[src/lcwsd_pkg.sv]
// Shared widths, codes, reset values and payload types for the stability detector.
package lcwsd_pkg;

    localparam int RAW_W     = 24;
    localparam int OFFSET_W  = 25;
    localparam int GAIN_W    = 32;
    localparam int NEED_W    = 8;
    localparam int DIFF_W    = 26;
    localparam int POS_W     = 25;
    localparam int PROD_W    = POS_W + GAIN_W;
    localparam int FRAC_W    = 32;
    localparam int ROUND_W   = PROD_W - FRAC_W + 1;
    localparam int WEIGHT_W  = 16;
    localparam int STATUS_W  = 2;
    localparam int RUN_W     = 8;
    localparam int CFG_IDX_W = 2;
    localparam int CFG_DATA_W = 32;
    localparam int QUEUE_DEPTH = 2;

    localparam logic [STATUS_W-1:0] STATUS_VALID     = 2'd0;
    localparam logic [STATUS_W-1:0] STATUS_SATURATED = 2'd1;
    localparam logic [STATUS_W-1:0] STATUS_NOT_READY = 2'd2;

    localparam logic [CFG_IDX_W-1:0] CFG_ZERO_OFFSET   = 2'd0;
    localparam logic [CFG_IDX_W-1:0] CFG_POUNDS_PER_CT = 2'd1;
    localparam logic [CFG_IDX_W-1:0] CFG_STABLE_NEEDED = 2'd2;

    localparam logic signed [OFFSET_W-1:0] ZERO_OFFSET_RST = 25'sd1114690;
    localparam logic [GAIN_W-1:0]          GAIN_RST        = 32'd468385;
    localparam logic [NEED_W-1:0]          NEED_RST        = 8'd10;

    localparam logic [RAW_W-1:0] RAIL_HIGH = 24'h7FFFFF;
    localparam logic [RAW_W-1:0] RAIL_LOW  = 24'h800000;

    typedef struct packed {
        logic signed [OFFSET_W-1:0] zero_offset;
        logic [GAIN_W-1:0]          gain;
    } t_front_cfg;

    typedef struct packed {
        logic [STATUS_W-1:0] status;
        logic [WEIGHT_W-1:0] weight;
    } t_work;

endpackage

[src/lcwsd_in_if.sv]
// Input channel: ready flag and raw converter reading with valid/ready handshake.
interface lcwsd_in_if;
    import lcwsd_pkg::*;

    logic                    valid;
    logic                    ready;
    logic                    sensor_ready;
    logic signed [RAW_W-1:0] raw_counts;

    modport source(output valid, output sensor_ready, output raw_counts, input ready);
    modport sink(input valid, input sensor_ready, input raw_counts, output ready);
endinterface

[src/lcwsd_out_if.sv]
// Result channel: status, weight, run length and sleep request with valid/ready handshake.
interface lcwsd_out_if;
    import lcwsd_pkg::*;

    logic                valid;
    logic                ready;
    logic [STATUS_W-1:0] status_code;
    logic [WEIGHT_W-1:0] weight_pounds;
    logic [RUN_W-1:0]    run_length;
    logic                sleep_request;

    modport source(output valid, output status_code, output weight_pounds,
                   output run_length, output sleep_request, input ready);
    modport sink(input valid, input status_code, input weight_pounds,
                 input run_length, input sleep_request, output ready);
endinterface

[src/load_cell_weight_stability_detector.sv]
// Top level of the load-cell weight stability detector.
// Each accepted beat carries a ready flag and one averaged 24-bit reading and produces
// exactly one result beat: status (valid, saturated, not ready), the weight in whole
// pounds ((raw - zero_offset) * pounds_per_count in Q0.32, clamped at zero, rounded
// half-up, saturated at 65535), the run of consecutive equal weights and a sleep
// request once that run reaches stable_needed. The block takes one beat per clock
// when the result side keeps up. Each beat passes in order through offset subtract,
// 25x32 multiply, round and saturate, the queue and the result register.
// The 25x32 multiply stage sets the clock rate. A two-entry queue separates the
// scaling pipeline from the tracking logic so either side can stall independently.
// Write configuration only while the block is idle; an index past the last register
// is ignored. COUNT_BITS sets the width of the equal-run counter.
module load_cell_weight_stability_detector #(
    parameter int COUNT_BITS = 8
) (
    input  logic                              i_clk,
    input  logic                              i_rst_n,
    lcwsd_in_if.sink                          i_sample,
    lcwsd_out_if.source                       o_result,
    input  logic                              i_cfg_we,
    input  logic [lcwsd_pkg::CFG_IDX_W-1:0]   i_cfg_idx,
    input  logic [lcwsd_pkg::CFG_DATA_W-1:0]  i_cfg_data
);
    import lcwsd_pkg::*;

    // Calibration and threshold registers.
    logic signed [OFFSET_W-1:0] r_zero_offset;
    logic [GAIN_W-1:0]          r_gain;
    logic [NEED_W-1:0]          r_stable_needed;

    t_front_cfg front_cfg;
    t_work      front_work, queue_work;
    logic       front_valid, front_ready;
    logic       queue_valid, queue_ready;

    always_ff @(posedge i_clk) begin
        if (!i_rst_n) begin
            r_zero_offset   <= ZERO_OFFSET_RST;
            r_gain          <= GAIN_RST;
            r_stable_needed <= NEED_RST;
        end else if (i_cfg_we) begin
            case (i_cfg_idx)
                CFG_ZERO_OFFSET: begin
                    r_zero_offset <= i_cfg_data[OFFSET_W-1:0];
                end
                CFG_POUNDS_PER_CT: begin
                    r_gain <= i_cfg_data[GAIN_W-1:0];
                end
                CFG_STABLE_NEEDED: begin
                    r_stable_needed <= i_cfg_data[NEED_W-1:0];
                end
                default: begin
                    // Drop writes to unused indexes.
                end
            endcase
        end
    end

    assign front_cfg.zero_offset = r_zero_offset;
    assign front_cfg.gain        = r_gain;

    // Front: classify, subtract offset, scale, round and saturate.
    lcwsd_front u_front (
        .i_clk        (i_clk),
        .i_rst_n      (i_rst_n),
        .i_sample     (i_sample),
        .i_cfg        (front_cfg),
        .o_work_valid (front_valid),
        .o_work       (front_work),
        .i_work_ready (front_ready)
    );

    // Hold scaled beats until the tracking side can take them.
    lcwsd_queue u_queue (
        .i_clk        (i_clk),
        .i_rst_n      (i_rst_n),
        .i_push_valid (front_valid),
        .o_push_ready (front_ready),
        .i_push_data  (front_work),
        .o_pop_valid  (queue_valid),
        .i_pop_ready  (queue_ready),
        .o_pop_data   (queue_work)
    );

    // Back: equal-weight tracking, sleep request and the result register.
    lcwsd_back #(
        .COUNT_BITS (COUNT_BITS)
    ) u_back (
        .i_clk           (i_clk),
        .i_rst_n         (i_rst_n),
        .i_work_valid    (queue_valid),
        .o_work_ready    (queue_ready),
        .i_work          (queue_work),
        .i_stable_needed (r_stable_needed),
        .o_result        (o_result)
    );

endmodule

[src/lcwsd_front.sv]
// Front pipeline: classify the reading, subtract the offset, scale, round and saturate.
module lcwsd_front (
    input  logic                   i_clk,
    input  logic                   i_rst_n,
    lcwsd_in_if.sink               i_sample,
    input  lcwsd_pkg::t_front_cfg  i_cfg,
    output logic                   o_work_valid,
    output lcwsd_pkg::t_work       o_work,
    input  logic                   i_work_ready
);
    import lcwsd_pkg::*;

    logic                r_v1, r_v2, r_v3;
    logic                s1_rdy, s2_rdy, s3_rdy;
    logic [STATUS_W-1:0] r_status1, r_status2, r_status3;
    logic [POS_W-1:0]    r_pos_diff;
    logic [PROD_W-1:0]   r_prod;
    logic [WEIGHT_W-1:0] r_weight;

    logic [STATUS_W-1:0]     n_status;
    logic signed [DIFF_W-1:0] w_diff;
    logic [POS_W-1:0]        n_pos_diff;
    logic [ROUND_W-1:0]      w_round;
    logic [WEIGHT_W-1:0]     n_weight;

    // Ready ripples back from the queue; a stage loads whenever it is free or draining.
    assign s3_rdy = !r_v3 || i_work_ready;
    assign s2_rdy = !r_v2 || s3_rdy;
    assign s1_rdy = !r_v1 || s2_rdy;
    assign i_sample.ready = s1_rdy;

    always_comb begin
        w_diff = DIFF_W'(i_sample.raw_counts) - DIFF_W'(i_cfg.zero_offset);
        if (!i_sample.sensor_ready) begin
            n_status = STATUS_NOT_READY;
        end else if (i_sample.raw_counts == RAIL_HIGH || i_sample.raw_counts == RAIL_LOW) begin
            n_status = STATUS_SATURATED;
        end else begin
            n_status = STATUS_VALID;
        end
        // Drop non-positive differences and invalid readings to zero weight.
        if (n_status == STATUS_VALID && w_diff > 0) begin
            n_pos_diff = w_diff[POS_W-1:0];
        end else begin
            n_pos_diff = '0;
        end
    end

    always_comb begin
        w_round = ROUND_W'(r_prod[PROD_W-1:FRAC_W]) + ROUND_W'(r_prod[FRAC_W-1]);
        if (|w_round[ROUND_W-1:WEIGHT_W]) begin
            n_weight = '1;
        end else begin
            n_weight = w_round[WEIGHT_W-1:0];
        end
    end

    always_ff @(posedge i_clk) begin
        if (!i_rst_n) begin
            r_v1 <= 1'b0;
            r_v2 <= 1'b0;
            r_v3 <= 1'b0;
        end else begin
            if (s1_rdy) begin
                r_v1 <= i_sample.valid;
            end
            if (s2_rdy) begin
                r_v2 <= r_v1;
            end
            if (s3_rdy) begin
                r_v3 <= r_v2;
            end
        end
    end

    always_ff @(posedge i_clk) begin
        if (s1_rdy) begin
            r_status1  <= n_status;
            r_pos_diff <= n_pos_diff;
        end
        if (s2_rdy) begin
            r_status2 <= r_status1;
            r_prod    <= PROD_W'(r_pos_diff) * PROD_W'(i_cfg.gain);
        end
        if (s3_rdy) begin
            r_status3 <= r_status2;
            r_weight  <= n_weight;
        end
    end

    assign o_work_valid  = r_v3;
    assign o_work.status = r_status3;
    assign o_work.weight = r_weight;

endmodule

[src/lcwsd_queue.sv]
// Short FIFO between the scaling front and the tracking back.
module lcwsd_queue (
    input  logic             i_clk,
    input  logic             i_rst_n,
    input  logic             i_push_valid,
    output logic             o_push_ready,
    input  lcwsd_pkg::t_work i_push_data,
    output logic             o_pop_valid,
    input  logic             i_pop_ready,
    output lcwsd_pkg::t_work o_pop_data
);
    import lcwsd_pkg::*;

    localparam int PTR_W = (QUEUE_DEPTH > 1) ? $clog2(QUEUE_DEPTH) : 1;
    localparam int CNT_W = $clog2(QUEUE_DEPTH + 1);

    t_work             r_mem [QUEUE_DEPTH];
    logic [PTR_W-1:0]  r_wr_ptr, r_rd_ptr;
    logic [CNT_W-1:0]  r_count;
    logic              push, pop;

    assign o_push_ready = r_count != CNT_W'(QUEUE_DEPTH);
    assign o_pop_valid  = r_count != '0;
    assign o_pop_data   = r_mem[r_rd_ptr];
    assign push = i_push_valid && o_push_ready;
    assign pop  = o_pop_valid && i_pop_ready;

    always_ff @(posedge i_clk) begin
        if (!i_rst_n) begin
            r_wr_ptr <= '0;
            r_rd_ptr <= '0;
            r_count  <= '0;
        end else begin
            if (push) begin
                r_wr_ptr <= (r_wr_ptr == PTR_W'(QUEUE_DEPTH - 1)) ? '0 : r_wr_ptr + 1'b1;
            end
            if (pop) begin
                r_rd_ptr <= (r_rd_ptr == PTR_W'(QUEUE_DEPTH - 1)) ? '0 : r_rd_ptr + 1'b1;
            end
            if (push && !pop) begin
                r_count <= r_count + 1'b1;
            end else if (pop && !push) begin
                r_count <= r_count - 1'b1;
            end
        end
    end

    always_ff @(posedge i_clk) begin
        if (push) begin
            r_mem[r_wr_ptr] <= i_push_data;
        end
    end

endmodule

[src/lcwsd_back.sv]
// Back end: track equal weights, raise sleep requests, hold the result register.
module lcwsd_back #(
    parameter int COUNT_BITS = 8
) (
    input  logic                        i_clk,
    input  logic                        i_rst_n,
    input  logic                        i_work_valid,
    output logic                        o_work_ready,
    input  lcwsd_pkg::t_work            i_work,
    input  logic [lcwsd_pkg::NEED_W-1:0] i_stable_needed,
    lcwsd_out_if.source                 o_result
);
    import lcwsd_pkg::*;

    localparam int CMP_W = (COUNT_BITS > NEED_W) ? COUNT_BITS : NEED_W;
    localparam logic [COUNT_BITS-1:0] COUNT_MAX = '1;

    logic                  r_ref_valid;
    logic [WEIGHT_W-1:0]   r_ref_weight;
    logic [COUNT_BITS-1:0] r_count;

    logic                  r_out_valid;
    logic [STATUS_W-1:0]   r_out_status;
    logic [WEIGHT_W-1:0]   r_out_weight;
    logic [RUN_W-1:0]      r_out_run;
    logic                  r_out_sleep;

    logic                  pop;
    logic                  n_ref_valid;
    logic [WEIGHT_W-1:0]   n_ref_weight;
    logic [COUNT_BITS-1:0] n_count;
    logic                  n_sleep;

    assign o_work_ready = !r_out_valid || o_result.ready;
    assign pop = i_work_valid && o_work_ready;

    always_comb begin
        n_ref_valid  = r_ref_valid;
        n_ref_weight = r_ref_weight;
        n_count      = r_count;
        if (i_work.status == STATUS_VALID) begin
            if (!r_ref_valid || i_work.weight != r_ref_weight) begin
                n_ref_weight = i_work.weight;
                n_count      = COUNT_BITS'(1);
                n_ref_valid  = 1'b1;
            end else if (r_count != COUNT_MAX) begin
                n_count = r_count + 1'b1;
            end
        end else begin
            n_ref_valid = 1'b0;
            n_count     = '0;
        end
        n_sleep = CMP_W'(n_count) >= CMP_W'(i_stable_needed);
    end

    always_ff @(posedge i_clk) begin
        if (!i_rst_n) begin
            r_ref_valid  <= 1'b0;
            r_ref_weight <= '0;
            r_count      <= '0;
            r_out_valid  <= 1'b0;
        end else begin
            if (pop) begin
                r_ref_weight <= n_ref_weight;
                // Clear the tracking once sleep is requested; keep the reference weight.
                r_ref_valid  <= n_ref_valid && !n_sleep;
                r_count      <= n_sleep ? '0 : n_count;
                r_out_valid  <= 1'b1;
            end else if (o_result.ready) begin
                r_out_valid <= 1'b0;
            end
        end
    end

    always_ff @(posedge i_clk) begin
        if (pop) begin
            r_out_status <= i_work.status;
            r_out_weight <= i_work.weight;
            r_out_run    <= RUN_W'(n_count);
            r_out_sleep  <= n_sleep;
        end
    end

    assign o_result.valid         = r_out_valid;
    assign o_result.status_code   = r_out_status;
    assign o_result.weight_pounds = r_out_weight;
    assign o_result.run_length    = r_out_run;
    assign o_result.sleep_request = r_out_sleep;

endmodule

[src/flat_wrapper.sv]
// flat-port wrapper written by rule: the top's interface ports become plain ports
module load_cell_weight_stability_detector_flat import lcwsd_pkg::*;
#(
    parameter int COUNT_BITS = 8
)
  (i_clk, i_rst_n, i_cfg_we, i_cfg_idx, i_cfg_data, i_sample_valid, i_sample_sensor_ready, i_sample_raw_counts, i_sample_ready, o_result_valid, o_result_status_code, o_result_weight_pounds, o_result_run_length, o_result_sleep_request, o_result_ready);
  lcwsd_in_if i_sample_i ();
  lcwsd_out_if o_result_i ();
  input  logic i_clk;
  input  logic i_rst_n;
  input  logic i_cfg_we;
  input  logic [lcwsd_pkg::CFG_IDX_W-1:0] i_cfg_idx;
  input  logic [lcwsd_pkg::CFG_DATA_W-1:0] i_cfg_data;
  input wire logic [$bits(i_sample_i.valid)-1:0] i_sample_valid;
  input wire logic [$bits(i_sample_i.sensor_ready)-1:0] i_sample_sensor_ready;
  input wire logic [$bits(i_sample_i.raw_counts)-1:0] i_sample_raw_counts;
  output wire logic [$bits(i_sample_i.ready)-1:0] i_sample_ready;
  output wire logic [$bits(o_result_i.valid)-1:0] o_result_valid;
  output wire logic [$bits(o_result_i.status_code)-1:0] o_result_status_code;
  output wire logic [$bits(o_result_i.weight_pounds)-1:0] o_result_weight_pounds;
  output wire logic [$bits(o_result_i.run_length)-1:0] o_result_run_length;
  output wire logic [$bits(o_result_i.sleep_request)-1:0] o_result_sleep_request;
  input wire logic [$bits(o_result_i.ready)-1:0] o_result_ready;
  assign i_sample_i.valid = i_sample_valid;
  assign i_sample_i.sensor_ready = i_sample_sensor_ready;
  assign i_sample_i.raw_counts = i_sample_raw_counts;
  assign i_sample_ready = i_sample_i.ready;
  assign o_result_valid = o_result_i.valid;
  assign o_result_status_code = o_result_i.status_code;
  assign o_result_weight_pounds = o_result_i.weight_pounds;
  assign o_result_run_length = o_result_i.run_length;
  assign o_result_sleep_request = o_result_i.sleep_request;
  assign o_result_i.ready = o_result_ready;
  load_cell_weight_stability_detector #(.COUNT_BITS(COUNT_BITS)) u_core (.i_clk(i_clk), .i_rst_n(i_rst_n), .i_sample(i_sample_i), .o_result(o_result_i), .i_cfg_we(i_cfg_we), .i_cfg_idx(i_cfg_idx), .i_cfg_data(i_cfg_data));
endmodule
[config.mk]
export PLATFORM = sky130hd
export DESIGN_NAME = load_cell_weight_stability_detector_flat
export DESIGN_NICKNAME = d
export VERILOG_FILES = /design/src/lcwsd_pkg.sv /design/src/lcwsd_in_if.sv /design/src/lcwsd_out_if.sv /design/src/load_cell_weight_stability_detector.sv /design/src/lcwsd_front.sv /design/src/lcwsd_queue.sv /design/src/lcwsd_back.sv /design/src/flat_wrapper.sv
export SDC_FILE = /design/constraint.sdc
export NUM_CORES = 2
export LEC_CHECK = 0
export BUFFER_PORTS_ARGS = -buffer_cell sky130_fd_sc_hd__buf_4
export CORE_MARGIN = 5
export CORE_UTILIZATION = 42
export DETAILED_ROUTE_END_ITERATION = 8
export PLACE_DENSITY = 0.59
export SYNTH_ARGS = -nofsm -noshare
export SYNTH_HDL_FRONTEND = slang
export SYNTH_SLANG_ARGS = --single-unit
[constraint.sdc]
create_clock -name i_clk -period 7 [get_ports i_clk]
set_clock_uncertainty 0.15 [all_clocks]
set_input_delay 0.7 -clock i_clk [delete_from_list [all_inputs] [get_ports i_clk]]
set_output_delay 0.7 -clock i_clk [all_outputs]
set_load 0.005 [all_outputs]
**Word level (Yosys, flattened, before mapping)**

Memories as Yosys holds them, arrays and structs flattened. A register that Yosys moved wholly into a read port is not among the register bits.
Cells that the tools add are included.

- Add/sub/neg operators: 7
- Multipliers: 1
- Div/mod/pow operators: 0
- Order comparisons: 2
- Equal/unequal tests: 7
- Shifts and indexed selects: 0
- Muxes and demuxes: 18
- Bitwise logic cells: 0
- Reductions and logical operators: 31

Operators with widths:

| operator | count |
|---|---|
| 25-bit by 32-bit multiplier with 57-bit output | 1 |
| 8-bit 2-to-1 mux | 4 |
| 25-bit by 1-bit adder with 26-bit output | 1 |
| 26-bit by 1-bit greater-than comparator with 1-bit output (second input constant) | 1 |
| 24-bit by 25-bit subtractor with 26-bit output | 1 |
| 24-bit by 23-bit equality test with 1-bit output (second input constant) | 1 |
| 24-bit equality test (second input constant) | 1 |
| 16-bit != test | 1 |
| 1-bit 2-to-1 mux | 11 |
| 10-bit OR reduction | 1 |
| 8-bit by 1-bit adder with 8-bit output (second input constant) | 1 |
| 8-bit >= comparator | 1 |
| 1-bit logical NOT | 8 |
| 8-bit != test (second input constant) | 1 |
| 1-bit logical AND | 6 |
| 2-bit logical NOT | 3 |
| 1-bit logical OR | 6 |
| 2-bit 2-to-1 mux | 3 |
| 2-bit AND reduction | 3 |
| 2-bit nonzero test | 3 |
| 3-bit AND reduction | 1 |
| 1-bit adder (second input constant) | 2 |
| 2-bit by 1-bit adder with 2-bit output (second input constant) | 1 |
| 2-bit by 1-bit equality test with 1-bit output (second input constant) | 1 |
| other kinds (3) | 3 |

- Bits in registers: 229
- Bits in latches: 0
- Bits in writable memories: 36
- ROM bits: 0
- Bits of input ports: 64
- Output and inout bits: 29
- Memories: 1

Memories:

| memory | words | bits a word | read ports | clocked after memory_dff | write ports | RTL line | RTL |
|---|---|---|---|---|---|---|---|
| u_core.u_queue.r_mem | 2 | 18 | 1 | 1 | 1 | lcwsd_queue.sv:17 | `t_work r_mem [QUEUE_DEPTH];` |

**Depth between registers and ports, before layout**

- Word-level depth: 7
- Depth in mapped cells: 25
- Depth with buffers taken out: 24

**Cells and area by module**

From an unflattened synthesis, not the netlist that was laid out.

- Cells, all modules: 3756
- Area, all modules: 35865.6 um^2

By module, submodules not included:

| module | instances | cells each | area each (um^2) | sequential area each (um^2) |
|---|---|---|---|---|
| lcwsd_front | 1 | 3174 | 29194.2 | 2252.2 |
| load_cell_weight_stability_detector | 1 | 256 | 2618.8 | 1301.2 |
| lcwsd_back | 1 | 246 | 2513.7 | 1331.3 |
| lcwsd_queue | 1 | 80 | 1539.0 | 1181.1 |

**Worst setup path after synthesis**

OpenSTA, ideal clock, no wires.

- Path kind: reg-to-reg
- Start point: register u_core.u_front.r_pos_diff[1]
- End point: register u_core.u_front.r_prod[50] (data pin)
- Arrival: 6459 ps
- Data required time: 6591 ps
- Path slack: 131 ps
- Stages on the path, launching flop included: 23
- Buffers on the path: 1
- Path through: edfxtp_1 -> clkbuf_1 -> and2_1 -> fa_1 -> fa_1 -> inv_1 -> fa_1 -> inv_1 -> fa_1 -> fa_1 -> fa_1 -> inv_1 -> fa_1 -> inv_1 -> ha_1 -> nand3_1 -> or3_1 -> nor3_1 -> and4_1 -> o211ai_1 -> a21boi_1 -> a31oi_1 -> xnor2_1

- Word-level cells in the longest chain between the ends: 1

RTL lines:

| item | RTL line | RTL |
|---|---|---|
| start: declaration | lcwsd_front.sv:16 | `logic [POS_W-1:0] r_pos_diff;` |
| start signal: assignment | lcwsd_front.sv:79 | `r_pos_diff <= n_pos_diff;` |
| 25-bit by 32-bit multiplier with 57-bit output | lcwsd_front.sv:83 | `r_prod <= PROD_W'(r_pos_diff) * PROD_W'(i_cfg.gain);` |
| end signal: assignment | lcwsd_front.sv:83 |  |
| end: declaration | lcwsd_front.sv:17 | `logic [PROD_W-1:0] r_prod;` |

Every way passes these cells.
A chain may end at the register's enable or synchronous reset.

**Worst setup path after layout**

- Start point: register u_core.u_front.r_pos_diff[9]
- End point: register u_core.u_front.r_prod[53] (data pin)

Same word-level chain as after synthesis.

==> results_dict.tcl <==
set metrics [dict create \
    status "finished, violations left" \
    violations "setup timing" \
    syn_area_um2 35850 \
    required_ns 7.14 \
    area_growth_pct 16.27 \
    period_share_pct 100.8 \
    path_cells "buf_6 > buf_12 > and2_4 > fa_1 > fa_1 > inv_2 > fa_1 > fa_1 > inv_2 > fa_1 > fa_1 > inv_2 > fa_1 > inv_2 > ha_4 > nand2_4 > or3_4 > nor3_4 > and4_4 > o211ai_1 > a21boi_1 > buf_4 > a31oi_4 > xnor2_1" \
    synth.avg_cell_area_um2 9.445 \
    start_util_pct 42.18 \
    hold_viol 0 \
    fillers 7936 \
    clkLatencyLatePin_ns 0.61 \
    grt_overflow 0 \
    drt_wl_total_um 96550 \
    cp_max_fo 7 \
    drtPass1Iterations 5 \
    ctsHoldBuffers 0 \
    final_cells 5177 \
    cts_tree "done" \
    hpwlAfterDp_um 77760 \
    placedCellCount 5076 \
    std_cell_rows 107 \
    ctsLongestPathBuffers 3 \
    gp_congestion 0.8656 \
    synth_cells 3796 \
    yosysSeqAreaShare_pct 16.92 \
    synth_nets 4773 \
    combPwrFrac_pct 71.9 \
    core-area_um2 85010 \
    critPathKind "flop to flop" \
    worst_path_most_repeated_cell "fa_1" \
    switchingPower_mw 5.680 \
    dieArea_um2 91310 \
    fin_crit_ns 7.054 \
    ir_drop_mv 0.5124 \
    rsz0062_at_grt "true" \
    die_h_um 302.2 \
    switching_share_pct 45.20 \
    ys_seq_elements 235 \
    antenna_found_initial 0 \
    worst_slack_ns -0.05365 \
    cts_htree_levels 1 \
    p_int_mw 6.887 \
    final_cell_area_um2 41690 \
    fmax_mhz 141.8 \
    ys_top_cells_by_area "fa_1, edfxtp_1, inv_1" \
    cts_buffers 29 \
    cp_slowest_stage_delay_ns 0.57 \
    tightestPinTransition_ns 1.110 \
    port_buffers 92 \
    first_global_vias 27300 \
    p_leak_nw 19.70 \
    tns_ns -0.1596 \
    critPathArrivalTime_ns 7.19 \
    pwr-share-clk_pct 12.3 \
    synth_top_area_cell "fa_1" \
    synthFlopType "edfxtp_1" \
    wl_per_cell_um 18.65 \
    nets 4988 \
    endpoint_kind "flop" \
    cts-root-buf "clkbuf_16" \
    drc 0 \
    final-setup-viol-count 7 \
    synthArstFlopShare_pct 0 \
    postPlaceCellArea_um2 39370 \
    grt_pass1_wl_um 152800 \
    slowest_stage "fa_1" \
    clkSinkCount 235 \
    p_seq_share_pct 15.9 \
    synth-edff-count 136 \
    power_density_nw_per_um2 301.4 \
    track_usage_pct 21.20 \
    io_pins 93 \
    num_vias 26096 \
    ant_nets 0 \
    clk_pin_slew_ns 0.07 \
    synth.distinct_cells 72 \
    layout-drive-gt1-share_pct 14.73 \
    ys_warn_count 0 \
    die_w_um 302.2 \
    min_path_type "primary input to flop" \
    vias_per_cell 5.041 \
    drtIter0Drc 1434 \
    cp-start-kind "flop" \
    synth.top_cell.area_share_pct 38.36 \
    maxSlewViolCount 0 \
    slew_headroom_pct 26.03 \
    grt_start_max_net_pins 97 \
    antenna_cells 0 \
    cap_viol_max_count 0 \
]
==> cell families (layout without fill, tap and decap cells) <==
group	Yosys count	after routing	synth area share (%)
flip-flops	235	235	16.92
buffers and inverters	954	1191	10.09
AND/OR/NAND/NOR	1269	1269	17.77
AO/OA/AOI/OAI	309	309	5.873
adder cells (fa/ha/maj)	913	913	46.25
multiplexers	42	42	1.298
XOR/XNOR	74	74	1.808
==> cells in the mapped netlist, drive strengths merged (17+ instances only) <==
master	number
a21boi	49
a21o	36
a21oi	64
and2	444
and3	20
clkbuf	175
dfxtp	99
edfxtp	136
fa	687
ha	226
inv	773
mux2	18
mux2i	24
nand2	546
nand3	44
nand4	17
nor2	71
nor2b	39
nor3	31
o21ai	43
xnor2	33
xor2	41
==> layout make-up <==
type,instances,area [um2],share of cell area (%)
timing repair buffer,365,3382,8.113
tap,1144,1431,3.434
clock inverter,17,200.2,0.4802
sequential,235,6091,14.61
clock buffer,36,762.0,1.828
inverter,773,2902,6.960
multi-input combinational,2607,26920,64.57
==> sequential cells by signal, summed over array words and instances (netlist names), 2 cells and up, named ones only <==
signal	cells
u_core.r_stable_needed	8
u_core.u_back.r_ref_weight	16
u_core.u_front.r_status3	2
u_core.u_back.o_result.run_length	8
u_core.u_front.r_status2	2
u_core.u_front.r_status1	2
u_core.u_front.r_weight	16
u_core.u_front.r_prod	26
u_core.u_front.r_pos_diff	25
u_core.u_back.r_count	8
u_core.r_zero_offset	25
u_core.u_back.o_result.status_code	2
u_core.r_gain	32
u_core.u_queue.r_count	2
u_core.u_back.o_result.weight_pounds	16
u_core.u_queue.r_mem	36
==> layer usage <==
metal | up-vias | global-route usage, % | wire length, um
li1 | 11977 | - | -
met1 | 13382 | 29.40 | 42110
met2 | 580 | 35.78 | 47110
met3 | 157 | 1.909 | 4083
met4 | 0 | 6.088 | 3249
met5 | - | 0 | 0
==> path summary, 6_finish.rpt <==
check,from,end,slack [ns],cells after the start
max,u_core.u_front.r_pos_diff[9]$_SDFFCE_PN0P_,u_core.u_front.r_prod[53]$_DFFE_PP_,-0.05,24
max reg2reg,u_core.u_front.r_pos_diff[9]$_SDFFCE_PN0P_,u_core.u_front.r_prod[53]$_DFFE_PP_,-0.05,24
min reg2reg,u_core.u_front.r_weight[0]$_SDFFCE_PP1P_,u_core.u_queue.r_mem[0][0]$_DFFE_PP_,0.29,0
min,i_cfg_data[20],u_core.r_zero_offset[20]$_SDFFE_PN1P_,0.18,3
==> per-stage QoR <==
| step | setup slack [ns] | hold WS [ns] | power (mW) | utilization, % |
|---|---|---|---|---|
| global placement | -0.1366 | 0.2622 | 9.254 | 46.32 |
| global route | -0.2523 | 0.1784 | 13.63 | 49.04 |
| finish | -0.05365 | 0.1782 | 12.57 | 49.04 |
| CTS | -0.02247 | 0.1562 | 11.65 | 48.31 |
| floorplan | 0.1313 | 0.2503 | 6.337 | - |
| detailed placement | -0.2131 | 0.2653 | 9.280 | 46.32 |
==> timing repair <==
| item | 4_1_cts | 5_1_grt |
|---|---|---|
| endpoints found under the setup margin | 15 | 23 |
| gates resized for setup | 79 | 129 |
| pin swaps | 60 | 96 |
| cloned | 5 | 3 |
| setup buffers | 27 | 17 |
==> cells in the final DEF, fill, tap and decap left out, drive strengths merged, types with 43 or more instances in the layout <==
| cell type | n |
|---|---|
| a21boi | 49 |
| nand3 | 44 |
| fa | 687 |
| buf | 362 |
| a21oi | 64 |
| nand2 | 546 |
| dfxtp | 99 |
| edfxtp | 136 |
| o21ai | 43 |
| ha | 226 |
| nor2 | 71 |
| inv | 777 |
| and2 | 444 |
==> power groups by stage <==
stage	Clock [mW]	Sequential [mW]	Combinational [mW]
floorplan	0	1.95	4.39
global placement	0	2.02	7.23
detailed placement	0	2.03	7.25
CTS	1.57	2.00	8.07
global route	1.64	2.02	9.97
finish	1.54	1.99	9.03
==> critical path, delay by kind of cell, from the launching register on <==
kind,cells,cell delay [ns]
AOI/OAI and AO/OA,3,0.44
xor gates and xnor gates,1,0.14
and+or+nand+nor,5,1.05
DFF,1,0.43
buffers and inverters,7,0.68
adders and majority gates,8,3.84
(Power assumes the default switching activity.)
